$ cat src/rtl/size_class_free_list_cache_assert.svh
// Assertion macros for the size class free list cache.
// Expects clk and rst_n in the scope where the macros are used.
`ifndef SIZE_CLASS_FREE_LIST_CACHE_ASSERT_SVH
`define SIZE_CLASS_FREE_LIST_CACHE_ASSERT_SVH

`define SCFLC_ASSERT_IMPL(lbl, ante, cons, msg) \
  lbl: assert property (@(posedge clk) disable iff (!rst_n) (ante) |-> (cons)) \
    else $error(msg);

`define SCFLC_ASSERT_NEXT(lbl, ante, cons, msg) \
  lbl: assert property (@(posedge clk) disable iff (!rst_n) (ante) |=> (cons)) \
    else $error(msg);

`endif

$ cat src/rtl/scflc_pkg.sv
// Shared types, widths and codes of the size class free list cache.
// No dependencies; used by scflc_ctrl, scflc_dp and the top level.
package scflc_pkg;

  localparam int MAX_BLOCKS_DEF = 64;
  localparam int CLASSES_DEF    = 32;

  localparam int MODE_W = 2;
  localparam int CLS_W  = 5;
  localparam int ADDR_W = 48;
  localparam int KIND_W = 2;

  localparam logic [MODE_W-1:0] MODE_POP    = 2'd0;
  localparam logic [MODE_W-1:0] MODE_FREE   = 2'd1;
  localparam logic [MODE_W-1:0] MODE_REFILL = 2'd2;

  localparam logic [KIND_W-1:0] KIND_POP    = 2'd0;
  localparam logic [KIND_W-1:0] KIND_EMPTY  = 2'd1;
  localparam logic [KIND_W-1:0] KIND_FLUSH  = 2'd2;
  localparam logic [KIND_W-1:0] KIND_REJECT = 2'd3;

  typedef enum logic [1:0] {
    CNT_HOLD,
    CNT_INC,
    CNT_DEC,
    CNT_FLUSH
  } cnt_op_t;

  typedef struct packed {
    logic              cap;
    logic              cap_dec;
    logic [KIND_W-1:0] kind;
    logic              wr;
    cnt_op_t           cnt_op;
    logic              rd;
    logic              load;
    logic              step;
  } cmd_t;

  typedef struct packed {
    logic ignore;
    logic cnt_zero;
    logic cnt_full;
    logic flushing;
    logic last_one;
    logic out_free;
  } sts_t;

endpackage

$ cat src/rtl/scflc_ctrl.sv
// Controller of the size class free list cache: decodes transactions and sequences
// reads, result loads and flushes. Depends on scflc_pkg.
module scflc_ctrl import scflc_pkg::*; (
  input  logic              clk,
  input  logic              rst_n,
  input  logic              in_valid,
  input  logic [MODE_W-1:0] in_mode,
  output logic              in_ready,
  input  sts_t              sts,
  output cmd_t              cmd
);

  typedef enum logic [2:0] {
    S_IDLE = 3'b001,
    S_READ = 3'b010,
    S_LOAD = 3'b100
  } state_t;

  state_t state_r, state_nxt;

  assign in_ready = (state_r == S_IDLE);

  always_comb begin
    state_nxt   = state_r;
    cmd         = '0;
    cmd.cnt_op  = CNT_HOLD;
    cmd.kind    = KIND_POP;
    unique case (state_r)
      S_IDLE: begin
        if (in_valid && !sts.ignore) begin
          unique case (in_mode)
            MODE_POP: begin
              cmd.cap = 1'b1;
              if (sts.cnt_zero) begin
                cmd.kind  = KIND_EMPTY;
                state_nxt = S_LOAD;
              end else begin
                cmd.kind    = KIND_POP;
                cmd.cap_dec = 1'b1;
                cmd.cnt_op  = CNT_DEC;
                state_nxt   = S_READ;
              end
            end
            MODE_FREE: begin
              cmd.wr = 1'b1;
              if (sts.cnt_full) begin
                cmd.cap    = 1'b1;
                cmd.kind   = KIND_FLUSH;
                cmd.cnt_op = CNT_FLUSH;
                state_nxt  = S_READ;
              end else begin
                cmd.cnt_op = CNT_INC;
              end
            end
            MODE_REFILL: begin
              if (sts.cnt_full) begin
                cmd.cap   = 1'b1;
                cmd.kind  = KIND_REJECT;
                state_nxt = S_LOAD;
              end else begin
                cmd.wr     = 1'b1;
                cmd.cnt_op = CNT_INC;
              end
            end
            default: begin
            end
          endcase
        end
      end
      S_READ: begin
        cmd.rd    = 1'b1;
        state_nxt = S_LOAD;
      end
      S_LOAD: begin
        if (sts.out_free) begin
          cmd.load = 1'b1;
          if (sts.flushing && !sts.last_one) begin
            cmd.step  = 1'b1;
            state_nxt = S_READ;
          end else begin
            state_nxt = S_IDLE;
          end
        end
      end
      default: state_nxt = S_IDLE;
    endcase
  end

  always_ff @(posedge clk) begin
    if (!rst_n) begin
      state_r <= S_IDLE;
    end else begin
      state_r <= state_nxt;
    end
  end

endmodule

$ cat config.mk
export PLATFORM = sky130hd
export DESIGN_NAME = scflc_ctrl
export DESIGN_NICKNAME = d
export VERILOG_FILES = /design/src/rtl/size_class_free_list_cache_assert.svh /design/src/rtl/scflc_pkg.sv /design/src/rtl/scflc_ctrl.sv
export SDC_FILE = /design/constraint.sdc
export NUM_CORES = 1
export LEC_CHECK = 0
export BUFFER_PORTS_ARGS = -buffer_cell sky130_fd_sc_hd__buf_2
export CORE_AREA = 5 5 42 44
export DETAILED_ROUTE_END_ITERATION = 6
export DIE_AREA = 0 0 47 49
export PLACE_DENSITY = 0.7
export SLEW_MARGIN = 20
export SYNTH_ARGS = -nofsm -noshare
export SYNTH_HDL_FRONTEND = slang
export SYNTH_SLANG_ARGS = --single-unit
export TNS_END_PERCENT = 1
$ cat constraint.sdc
create_clock -name clk -period 1.25 [get_ports clk]
set_clock_uncertainty 0.05 [all_clocks]
set_input_delay 0.0625 -clock clk [delete_from_list [all_inputs] [get_ports clk]]
set_output_delay 0.0625 -clock clk [all_outputs]
set_load 0.05 [all_outputs]
After elaboration in Yosys (flattened, before gate mapping)
Index checks and enable logic that the tools add are counted.

word-level totals
  flip-flop bits (word level) = 3
  input bits = 11
  output and inout bits = 11
  logic and storage cells = 45

operators by class
  equal/unequal tests = 10
  multiplexer cells = 27
  reductions and logical operators = 7

operator list
  cell                  number
  $mux W3               6
  $pmux W3 S3           2
  $mux W2               7
  $mux W7               2
  $pmux W2 S3           2
  $mux W1               6
  $ne A3 B3 Y1 const B  2
  $reduce_and A5 Y1     1
  $ne A4 B1 Y1 const B  1
  $pmux W1 S2           2
  $eq A3 B1 Y1 const B  1
  $eq A3 B2 Y1 const B  1
  $eq A3 B3 Y1 const B  1
  $eq A2 B1 Y1 const B  1
  $eq A2 B2 Y1 const B  1
  $logic_and A1 B1 Y1   2
  $logic_not A1 Y1      2
  $logic_not A2 Y1      1
  $ne A2 B1 Y1 const B  1
  $ne A2 B2 Y1 const B  1
  $reduce_or A2 Y1      1

Logic depth before layout (Yosys ltp)
Gate-level depths: netlist of the first run.

  word-level depth = 5
  depth in mapped cells = 6
  mapped depth without buffers = 6

Least setup slack after synthesis of the first run
OpenSTA, ideal clock, no wires.

  path kind = reg2out
  start point = reg state_r[2]
  end point = out cmd[0] (netlist name)
  data arrival time = 2,341 ps
  data required time = 1,138 ps
  path slack = -1,204 ps
  cell stages (with the launch flop) = 4
  buffers on the path = 0
  cells stage by stage = dfxtp_1 -> nor3b_2 -> and2_1 -> nor3b_1

RTL lines
  element                   RTL line          text
  start: declaration        scflc_ctrl.sv:19  state_t state_r, state_nxt;
  start signal: assignment  scflc_ctrl.sv:93  state_r <= state_nxt;
  end: declaration          scflc_ctrl.sv:10  output cmd_t cmd

==> out/metrics.csv, run 1 <==
stage,metric,value,unit
outcome,status,"complete, but fails checks",
outcome,failing checks,negative setup slack,
routing,1st-pass router iterations,5,
logic_synthesis,Post-synth EDFFs,0,
power,Reg power frac,0.137,
clock_tree,hold_buf cts,0,
routing,vias per cell,4.77,
placed_design,Placer Congestion,0.746,
sta,hold_ws,0.0669,ns
clock_tree,Clock Pin Slew Worst Setup and Hold Paths,0.04,ns
power,Pint,0.703,mW
clock_tree,CTS tree,built,
power,Switch Pwr,0.540,mW
grt,first-pass GRT wire length,2160,microns
critical_path,worst endpoint required time,1.14,ns
logic_synthesis,dominant cell type by area after synthesis,ha_1,
critical_path,Setup crit end kind,output port,
routing,WL/cell,11.4,microns
final_layout,area of the multi-input gates,423,sq um
logic_synthesis,top cell types by occurrence after synthesis,"6 x ha_1, 6 x nor2_1, 4 x inv_1, 4 x o21ai_0",
final_layout,Layout Nets,113,
logic_synthesis,cell count after synthesis,52,
floorplanning,die area,2300,sq um
floorplanning,die height,49,microns
logic_synthesis,Post-synth ARST share,0,
run,Max-Cap Viols,0,
final_layout,antenna fix cells,0,
logic_synthesis,Yosys reg bits,3,
sta,Final period util,1.26,
final_layout,Layout fillers,138,
clock_tree,worst-skew pair later-pin latency,0.23,ns
logic_synthesis,syn nets,69,
critical_path,critical path class,register to output port,
logic_synthesis,synth top area cells,"ha_1 18%, dfxtp_1 15%, nor2_1 5.5%",
clock_tree,H-Tree Depth,1,
logic_synthesis,Synth Cell Area,412,sq um
power,Comb power frac,0.726,
placed_design,pre-CTS setup slack,-0.165,ns
grt,GRT Util Overall,0.122,
sta,Final TNS setup,-2.35,ns
logic_synthesis,"Avg Cell Area, Syn",7.92,sq um
final_layout,max FFs per register,3,
critical_path,worst-path fanout max,4,
critical_path,Crit path arrival time,1.47,ns
logic_synthesis,post-synth cell types,27,
routing,DRT antenna net count,0,
power,Pwr per Cell Area,1430,nW/um^2
clock_tree,CTS Sinks,3,
grt,largest net degree at the start of global routing,7,
power,Static Leak,0.410,nW
clock_tree,CTS buffer count,3,
floorplanning,Initial Util,0.294,
power,Sw Share,0.434,
routing,detailed-route via count,530,
final_layout,Reg with most FFs,state_r,
final_layout,Largest regs,state_r: 3 flops,
grt,global route total overflow,0,
critical_path,Reg2Reg Setup Slack,-0.14,ns
sta,minimum clock period,1.58,ns
sta,Fin. Hold Viols,0,
routing,DR iter-0 viols,9,
sta,final-report setup violation count,13,
final_layout,layout cell share with drive strength beyond 1,0.632,
power,worst vdd ir,0.595,mV
grt,number of global-route vias before repair,549,
routing,Routed WL,1270,microns
power,Overall Power,1.24,mW
placed_design,IO Port Bufs,21,
routing,post-route DRC violation count,0,
min_path,HP Class,primary input to register,
sta,slew margin rel.,0.790,
logic_synthesis,Synth Flop Type,dfxtp_1,
sta,final setup margin,-0.329,ns
critical_path,crit path launch type,register,
final_layout,Layout area overhead,112,%
logic_synthesis,synth warn,0,
sta,RSZ-0062 raised after global routing,yes,
sta,Final Max Tran Viols,0,
sta,Fmax achieved,633,MHz
floorplanning,FP Rows,14,
logic_synthesis,register area share after synthesis,0.146,
clock_tree,CTS max path bufs,2,
logic_synthesis,Yosys top cell area share,0.182,
floorplanning,Ports,22,
grt,antenna violations before repair,0,
clock_tree,clk root buf,clkbuf_4,
placed_design,DP Wirelength,997,microns
power,clock power share,0.138,
floorplanning,Core ar.,1400,sq um
final_layout,register area,63.8,sq um
sta,worst slew pin tran,0.310,ns
floorplanning,Die Wd,47,microns
==> logic make-up (layout without fill, tap and decap cells) <==
family	Yosys count	after routing	share of synthesized area
compound gates	14	14	0.228
buf+inv	4	47	0.0365
flops	3	3	0.146
simple gates	24	24	0.383
fa+ha+maj	6	6	0.182
mux	1	1	0.0243
==> metrics by stage <==
step | utilization | instance area [sq um] | cells
after global routing | 0.622 | 872 | 111
after floorplan | - | 468 | 52
after global placement | 0.509 | 713 | 105
final | 0.622 | 872 | 111
after CTS | 0.606 | 850 | 111
after detailed placement | 0.509 | 713 | 105
==> power groups by stage <==
stage               clock network [mW]  registers, mW  logic [mW]
global placement                     0          0.166       0.659
CTS                              0.169          0.170       0.876
floorplan                            0          0.173       0.427
finish                           0.171          0.170       0.902
global route                     0.196          0.174       0.959
detailed placement                   0          0.167       0.670
==> cell type report <==
type                       count  share of cell area
clock buffer                   4              0.0301
inverter                       4              0.0172
multi-input combinational     45               0.485
sequential                     3              0.0732
tap                           16              0.0230
timing repair buffer          39               0.372
==> worst paths after layout <==
| check | from | end | depth (start not counted) |
|---|---|---|---|
| worst max-delay path | state_r[1]$_SDFFE_PN0P_ | cmd[4] | 5 |
| worst min-delay path | sts[0] | state_r[1]$_SDFFE_PN0P_ | 3 |
| worst max register to register | state_r[0]$_SDFFE_PN1P_ | state_r[0]$_SDFFE_PN1P_ | 6 |
| worst min register to register | state_r[0]$_SDFFE_PN1P_ | state_r[2]$_SDFFE_PN0P_ | 4 |
==> placed cells by master (no fill, tap or decap) <==
cell	n
nand2_1	3
a21oi_4	1
nor3b_2	1
inv_1	4
a211oi_1	1
nand3b_1	1
o21bai_1	1
nor2_4	6
and2_1	1
a221oi_2	1
nor2b_1	1
mux2i_1	1
buf_8	3
clkbuf_4	3
buf_4	17
a22oi_1	1
ha_1	6
or2_1	1
a21oi_1	3
nand2_4	1
nor3b_4	3
and2b_1	1
o21ai_0	4
buf_2	10
a21bo_1	1
nand2b_1	3
nand3_2	1
or2_4	1
dfxtp_2	3
buf_6	9
clkbuf_1	1
o311ai_1	1
==> per-layer routing <==
metal | track usage | up-vias | share of wire
li1 | - | 268 | -
met1 | 0.151 | 242 | 0.35
met5 | 0 | - | 0
met3 | 0.0148 | 2 | 0.058
met2 | 0.204 | 18 | 0.57
met4 | 0.0461 | 0 | 0.021
==> timing repair <==
action / 4_1_cts / 5_1_grt
pin swaps: 7 / 1
resized for setup: 28 / 5
cloned: 0 / 0
setup buffers: 2 / 0
setup endpoints to repair: 13 / 14
==> critical path, cell delays in order (launching register included) <==
cell	delay, ns
dfxtp_2	0.33
nor3b_4	0.24
nand2_4	0.06
or2_4	0.28
a21oi_4	0.16
buf_8	0.16
Note: power is estimated with default switching activity, not from simulation.
==> run 2, diff against run 1 <==
Settings changed: PLACE_DENSITY 0.7 to 0.68.
Clock period 1.25 ns to 2 ns, I/O delays scaled along.
==> run 2 against run 1 <==
Net effect: the run now ends clean; sequential cell count did not move; setup slack better by 0.54 ns; via count down 19%; routed wire length fell by 24%.
==> out/metrics.csv, run 2 (synthesized netlist as in run 1, its figures left out) <==
stage,metric,value,unit,change
outcome,status,"complete, no violations",,
sta,Final period util,0.895,,
sta,RSZ-0062 raised after global routing,no,,
final_layout,Layout Nets,95,,-16%
critical_path,worst endpoint required time,1.85,ns,+0.71 ns
placed_design,placed cells,89,,-15%
sta,Final TNS setup,0,ns,+2.35 ns
grt,first-pass GRT wire length,1620,microns,-25%
clock_tree,CTS Sinks,3,,unchanged
final_layout,Layout area overhead,39.2,%,
critical_path,crit path launch type,register,,
sta,Final Max Tran Viols,0,,unchanged
final_layout,Layout Cells excl Fill,93,,-16%
clock_tree,worst-skew pair later-pin latency,0.23,ns,about the same
sta,slew margin rel.,0.790,,about the same
routing,DR iter-0 viols,1,,-8
sta,Fin. Hold Viols,0,,unchanged
floorplanning,FP Rows,14,,unchanged
final_layout,antenna fix cells,0,,unchanged
floorplanning,Ports,22,,unchanged
critical_path,Setup crit end kind,output port,,
power,worst vdd ir,0.272,mV,-54%
floorplanning,Core ar.,1400,sq um,unchanged
grt,largest net degree at the start of global routing,7,,unchanged
final_layout,Largest regs,state_r: 3 flops,,
final_layout,Reg with most FFs,state_r,,
final_layout,area of the multi-input gates,347,sq um,-18%
run,Max-Cap Viols,0,,unchanged
final_layout,"leading cell type in the layout, fill and taps excluded",buf_2,,
final_layout,most frequent cells in the layout,"21 x buf_2, 6 x nor2_1, 6 x ha_1, 4 x inv_1, 4 x o21ai_0",,
clock_tree,CTS buffer count,3,,unchanged
floorplanning,die height,49,microns,unchanged
floorplanning,Die Wd,47,microns,unchanged
placed_design,IO Port Bufs,21,,unchanged
sta,minimum clock period,1.79,ns,
placed_design,DP Wirelength,843,microns,-15%
critical_path,critical path cell sequence,nor3b_4 -> nand2_4 -> or2_4 -> nor2_1 -> buf_2,,
routing,detailed-route via count,431,,-19%
final_layout,layout cell share with drive strength beyond 1,0.403,,-0.229
grt,GRT Util Overall,0.0991,,-0.0225
grt,global route total overflow,0,,unchanged
power,Static Leak,0.295,nW,-28%
sta,worst slew pin tran,0.310,ns,+0.000416 ns
floorplanning,Initial Util,0.294,,unchanged
sta,final-report setup violation count,0,,-13
placed_design,Placer Congestion,0.774,,+3.7%
final_layout,Finished Core Util,0.409,,-0.213
grt,antenna violations before repair,0,,unchanged
sta,final setup margin,0.209,ns,+0.538 ns
critical_path,largest stage delay on the critical path,0.36,ns,+0.03 ns
min_path,HP Class,primary input to register,,
critical_path,Critical path buffers and inverters,1,,unchanged
clock_tree,H-Tree Depth,1,,unchanged
critical_path,Crit-path slowest cell,dfxtp_1,,
routing,DRT antenna net count,0,,unchanged
routing,WL/cell,10.3,microns,-9.4%
routing,vias per cell,4.63,,-2.9%
power,Pwr per Cell Area,904,nW/um^2,-37%
critical_path,Worst path top cell family by delay,simple AND/OR/NAND/NOR gates,,
grt,number of global-route vias before repair,431,,-21%
floorplanning,die area,2300,sq um,unchanged
final_layout,Layout fillers,156,,+13%
routing,1st-pass router iterations,4,,-1
final_layout,register area,60.1,sq um,-5.9%
placed_design,pre-CTS setup slack,0.429,ns,+0.594 ns
critical_path,worst-path fanout max,6,,+2
clock_tree,Clock Pin Slew Worst Setup and Hold Paths,0.03,ns,about the same
routing,Routed WL,960,microns,-24%
clock_tree,CTS max path bufs,2,,unchanged
critical_path,critical path class,register to output port,,
clock_tree,number of post-CTS setup repair buffers,0,,-2
clock_tree,hold_buf cts,0,,unchanged
clock_tree,cts repair resizes,0,,-100%
clock_tree,CTS tree,built,,
sta,hold_ws,0.129,ns,+0.0616 ns
final_layout,max FFs per register,3,,unchanged
sta,Fmax achieved,558,MHz,
critical_path,Crit path arrival time,1.64,ns,+0.17 ns
routing,post-route DRC violation count,0,,unchanged
clock_tree,clk root buf,clkbuf_4,,
run 2: changes by cell type in the layout (fill, tap and decap cells not counted), sizes merged:
| cell | previous run | this run |
|---|---|---|
| buf | 39 | 21 |
run 2: per-layer routing:
layer / part of all wire / vias up / track usage
li1: - / 233 / -
met1: 0.37 / 185 / 0.0873
met2: 0.56 / 13 / 0.172
met3: 0.069 / 0 / 0.0443
met4: 0 / 0 / 0.0599
met5: 0 / - / 0
run 2: worst register-to-register path, delay by kind of cell, from the launching register on:
kind            cells  cell delay, ns
compound gates      1            0.31
flops               1            0.36
simple gates        2            0.47
run 2: through the flow:
| step | power (mW) | area (sq um) |
|---|---|---|
| 6_report | 0.518 | 573 |
| 3_5_place_dp | 0.421 | 547 |
| 3_3_place_gp | 0.414 | 547 |
| 4_1_cts | 0.529 | 573 |
| 5_1_grt | 0.568 | 573 |
| 2_1_floorplan | 0.354 | 422 |
run 2: layout make-up:
type / instances / share of cell area
multi-input combinational: 45 / 0.605
timing repair buffer: 21 / 0.183
sequential: 3 / 0.105
clock buffer: 4 / 0.0459
tap: 16 / 0.0349
inverter: 4 / 0.0262
run 2: final timing paths:
| kind | endpoint | depth (start not counted) | startpoint | slack, ns |
|---|---|---|---|---|
| max | cmd[9] | 5 | state_r[0]$_SDFFE_PN1P_ | 0.21 |
| min | state_r[1]$_SDFFE_PN0P_ | 3 | sts[0] | 0.13 |
| max reg2reg | state_r[1]$_SDFFE_PN0P_ | 3 | state_r[0]$_SDFFE_PN1P_ | 0.70 |
| min reg2reg | state_r[1]$_SDFFE_PN0P_ | 3 | state_r[0]$_SDFFE_PN1P_ | 0.61 |
run 2: power breakdown:
| part | internal, mW | switching, mW | total, mW |
|---|---|---|---|
| registers | 0.0820 | 0.0256 | 0.108 |
| logic | 0.107 | 0.201 | 0.308 |
| clock network | 0.0745 | 0.0278 | 0.102 |
| total | 0.264 | 0.255 | 0.518 |
==> run 3, diff against run 2 <==
Settings changed: CORE_AREA 5 5 42 44 to unset, CORE_MARGIN set to 5, CORE_UTILIZATION set to 30, DIE_AREA 0 0 47 49 to unset, SLEW_MARGIN 20 to 40.
Clock period 2 ns to 1.5 ns, I/O delays scaled along.
==> run 3 against run 2 <==
Net effect: the flow now finishes with violations (negative setup slack); first-iteration DRC count grew to 4.0 times the previous value; largest cell class unchanged; routed wire length grew 6.9%; non-clock buffer count grew 3; setup slack lost 0.29 ns; highest routed layer unchanged; global-route usage grew 1.4 points; sequential share of layout area shrank 1.4 points; cell area grew 23%; cell count grew 2.2%; worst hold slack lost 0.040 ns; sequential power grew 39%; critical path depth is the same; largest power group unchanged.
==> out/metrics.csv, run 3 (synthesized netlist as in run 1, its figures left out) <==
stage,metric,value,unit,change
clock_tree,H-Tree Depth,1,,unchanged
floorplanning,FP Rows,13,,-1
grt,met1 usage,0.134,,+0.0465
final_layout,Largest regs,state_r: 3 flops,,
power,clock power share,0.173,,-0.024
critical_path,critical path class,register to output port,,
critical_path,crit path launch type,register,,
clock_tree,clk root buf,clkbuf_4,,
routing,1st-pass router iterations,3,,-1
critical_path,Worst Setup SP,state_r[0]$_SDFFE_PN1P_,,
routing,DR iter-0 viols,4,,+3
clock_tree,CTS Sinks,3,,unchanged
clock_tree,CTS buffer count,3,,unchanged
routing,detailed-route via count,444,,+3.0%
routing,DRT antenna net count,0,,unchanged
floorplanning,Core ar.,1300,sq um,-7.1%
grt,number of global-route vias before repair,479,,+11%
final_layout,"leading cell type in the layout, fill and taps excluded",buf_2,,
placed_design,IO Port Bufs,21,,unchanged
min_path,worst hold start,sts[0],,
power,Switch Pwr,0.380,mW,+49%
power,Pint,0.418,mW,+59%
power,Pwr per Cell Area,1130,nW/um^2,+25%
final_layout,Layout Cells excl Fill,95,,+2.2%
grt,GRT Util Overall,0.113,,+0.0139
clock_tree,number of post-CTS setup repair buffers,0,,unchanged
floorplanning,Die Wd,47.0,microns,about the same
run,Max-Cap Viols,0,,unchanged
final_layout,Layout fillers,140,,-10%
outcome,status,"complete, but fails checks",,
critical_path,Crit path arrival time,1.45,ns,-0.19 ns
sta,final setup margin,-0.0783,ns,-0.287 ns
final_layout,Layout area overhead,71.4,%,
final_layout,antenna fix cells,0,,unchanged
critical_path,worst-path fanout max,4,,-2
critical_path,RR Startpoint,state_r[0]$_SDFFE_PN1P_,,
grt,busiest grt layer,met2,,
outcome,failing checks,negative setup slack,,
routing,WL/cell,10.8,microns,+4.6%
final_layout,Finished Core Util,0.542,,+0.133
placed_design,Placer Congestion,0.689,,-11%
power,Static Leak,0.322,nW,+9.2%
grt,M3 GR Usage,0.0115,,-0.0328
clock_tree,Clock Pin Slew Worst Setup and Hold Paths,0.04,ns,about the same
grt,grt met2 use,0.195,,+0.0232
sta,final-report setup violation count,4,,+4
sta,Final Max Tran Viols,0,,unchanged
placed_design,DP Wirelength,870,microns,+3.1%
sta,Fmax achieved,634,MHz,
critical_path,worst endpoint required time,1.37,ns,-0.48 ns
floorplanning,die area,2210,sq um,-3.9%
final_layout,most frequent cells in the layout,"13 x buf_2, 7 x buf_6, 6 x ha_1, 5 x nor2_4",,
power,Comb power frac,0.639,,+0.044
grt,global route total overflow,0,,unchanged
power,Overall Power,0.799,mW,+54%
grt,largest net degree at the start of global routing,7,,unchanged
min_path,HP Class,primary input to register,,
grt,antenna violations before repair,0,,unchanged
floorplanning,die height,47.0,microns,-4.0%
sta,Fin. Hold Viols,0,,unchanged
floorplanning,Initial Util,0.316,,+0.0226
power,Reg power frac,0.188,,-0.020
routing,post-route DRC violation count,0,,unchanged
clock_tree,worst-skew pair later-pin latency,0.23,ns,about the same
critical_path,Setup crit end kind,output port,,
sta,Final period util,1.05,,
placed_design,placed cells,91,,+2.2%
floorplanning,Ports,22,,unchanged
power,worst vdd ir,0.518,mV,+90%
routing,Routed WL,1030,microns,+6.9%
power,Sw Share,0.476,,-0.0153
sta,worst slew pin tran,0.353,ns,+0.0427 ns
sta,minimum clock period,1.58,ns,
final_layout,max FFs per register,3,,unchanged
routing,vias per cell,4.67,,+0.85%
clock_tree,CTS tree,built,,
sta,RSZ-0062 raised after global routing,yes,,
final_layout,Reg with most FFs,state_r,,
sta,slew margin rel.,0.762,,-0.0277
clock_tree,CTS max path bufs,2,,unchanged
final_layout,layout cell share with drive strength beyond 1,0.538,,+0.135
grt,first-pass GRT wire length,1820,microns,+12%
final_layout,Layout Nets,98,,+3.2%
placed_design,pre-CTS setup slack,0.0438,ns,-0.385 ns
run 3: cell types whose count changed in the layout (fill, tap and decap cells not counted), moves of 3 or more:
cell / change
buf_2: -8
buf_6: +7
nor2_1: -6
nor2_4: +5
buf_4: +3
dfxtp_1: -3
dfxtp_2: +3
run 3: through the flow:
| stage | hold WS, ns | TNS, ns | area (sq um) |
|---|---|---|---|
| floorplan | 0.166 | -2.26 | 468 |
| CTS | 0.0825 | -0.269 | 681 |
| global placement | 0.323 | 0 | 614 |
| detailed placement | 0.325 | 0 | 614 |
| global route | 0.105 | -0.542 | 706 |
| finish | 0.0889 | -0.220 | 706 |
run 3: critical path, cell delays in order (launching register included):
cell and delay (ns):
dfxtp_2 0.34, nor3b_4 0.25, nand2_4 0.06, or2_4 0.28
a21oi_4 0.12, buf_6 0.17
run 3: cell type report:
cell class / instances / area (sq um) / area share
multi-input combinational: 45 / 400 / 0.567
sequential: 3 / 63.8 / 0.0904
inverter: 4 / 15.0 / 0.0213
timing repair buffer: 24 / 181 / 0.257
clock buffer: 4 / 26.3 / 0.0372
tap: 15 / 18.8 / 0.0266
run 3: final timing paths:
kind / to / slack (ns) / cells after the start
max: cmd[4] / -0.08 / 5
min: state_r[1]$_SDFFE_PN0P_ / 0.09 / 3
max reg2reg: state_r[1]$_SDFFE_PN0P_ / 0.25 / 4
min reg2reg: state_r[2]$_SDFFE_PN0P_ / 0.58 / 3
run 3: routing by layer:
layer | vias to the layer above | share of wire
met5 | - | 0
met4 | 0 | 0
met3 | 0 | 0.067
met2 | 14 | 0.52
met1 | 193 | 0.41
li1 | 237 | -
run 3: what timing repair did:
action                                  in CTS  in global routing
hold buffers                                 0                  0
pin swaps                                    4                  0
endpoints found under the setup margin       8                  8
resized for setup                           14                  6
run 3: power by group through the flow:
stage | sequential (mW) | combinational, mW | clock, mW
after floorplan | 0.144 | 0.355 | 0
after global placement | 0.147 | 0.486 | 0
after detailed placement | 0.149 | 0.487 | 0
after CTS | 0.151 | 0.500 | 0.145
after global routing | 0.155 | 0.561 | 0.149
final | 0.150 | 0.510 | 0.138
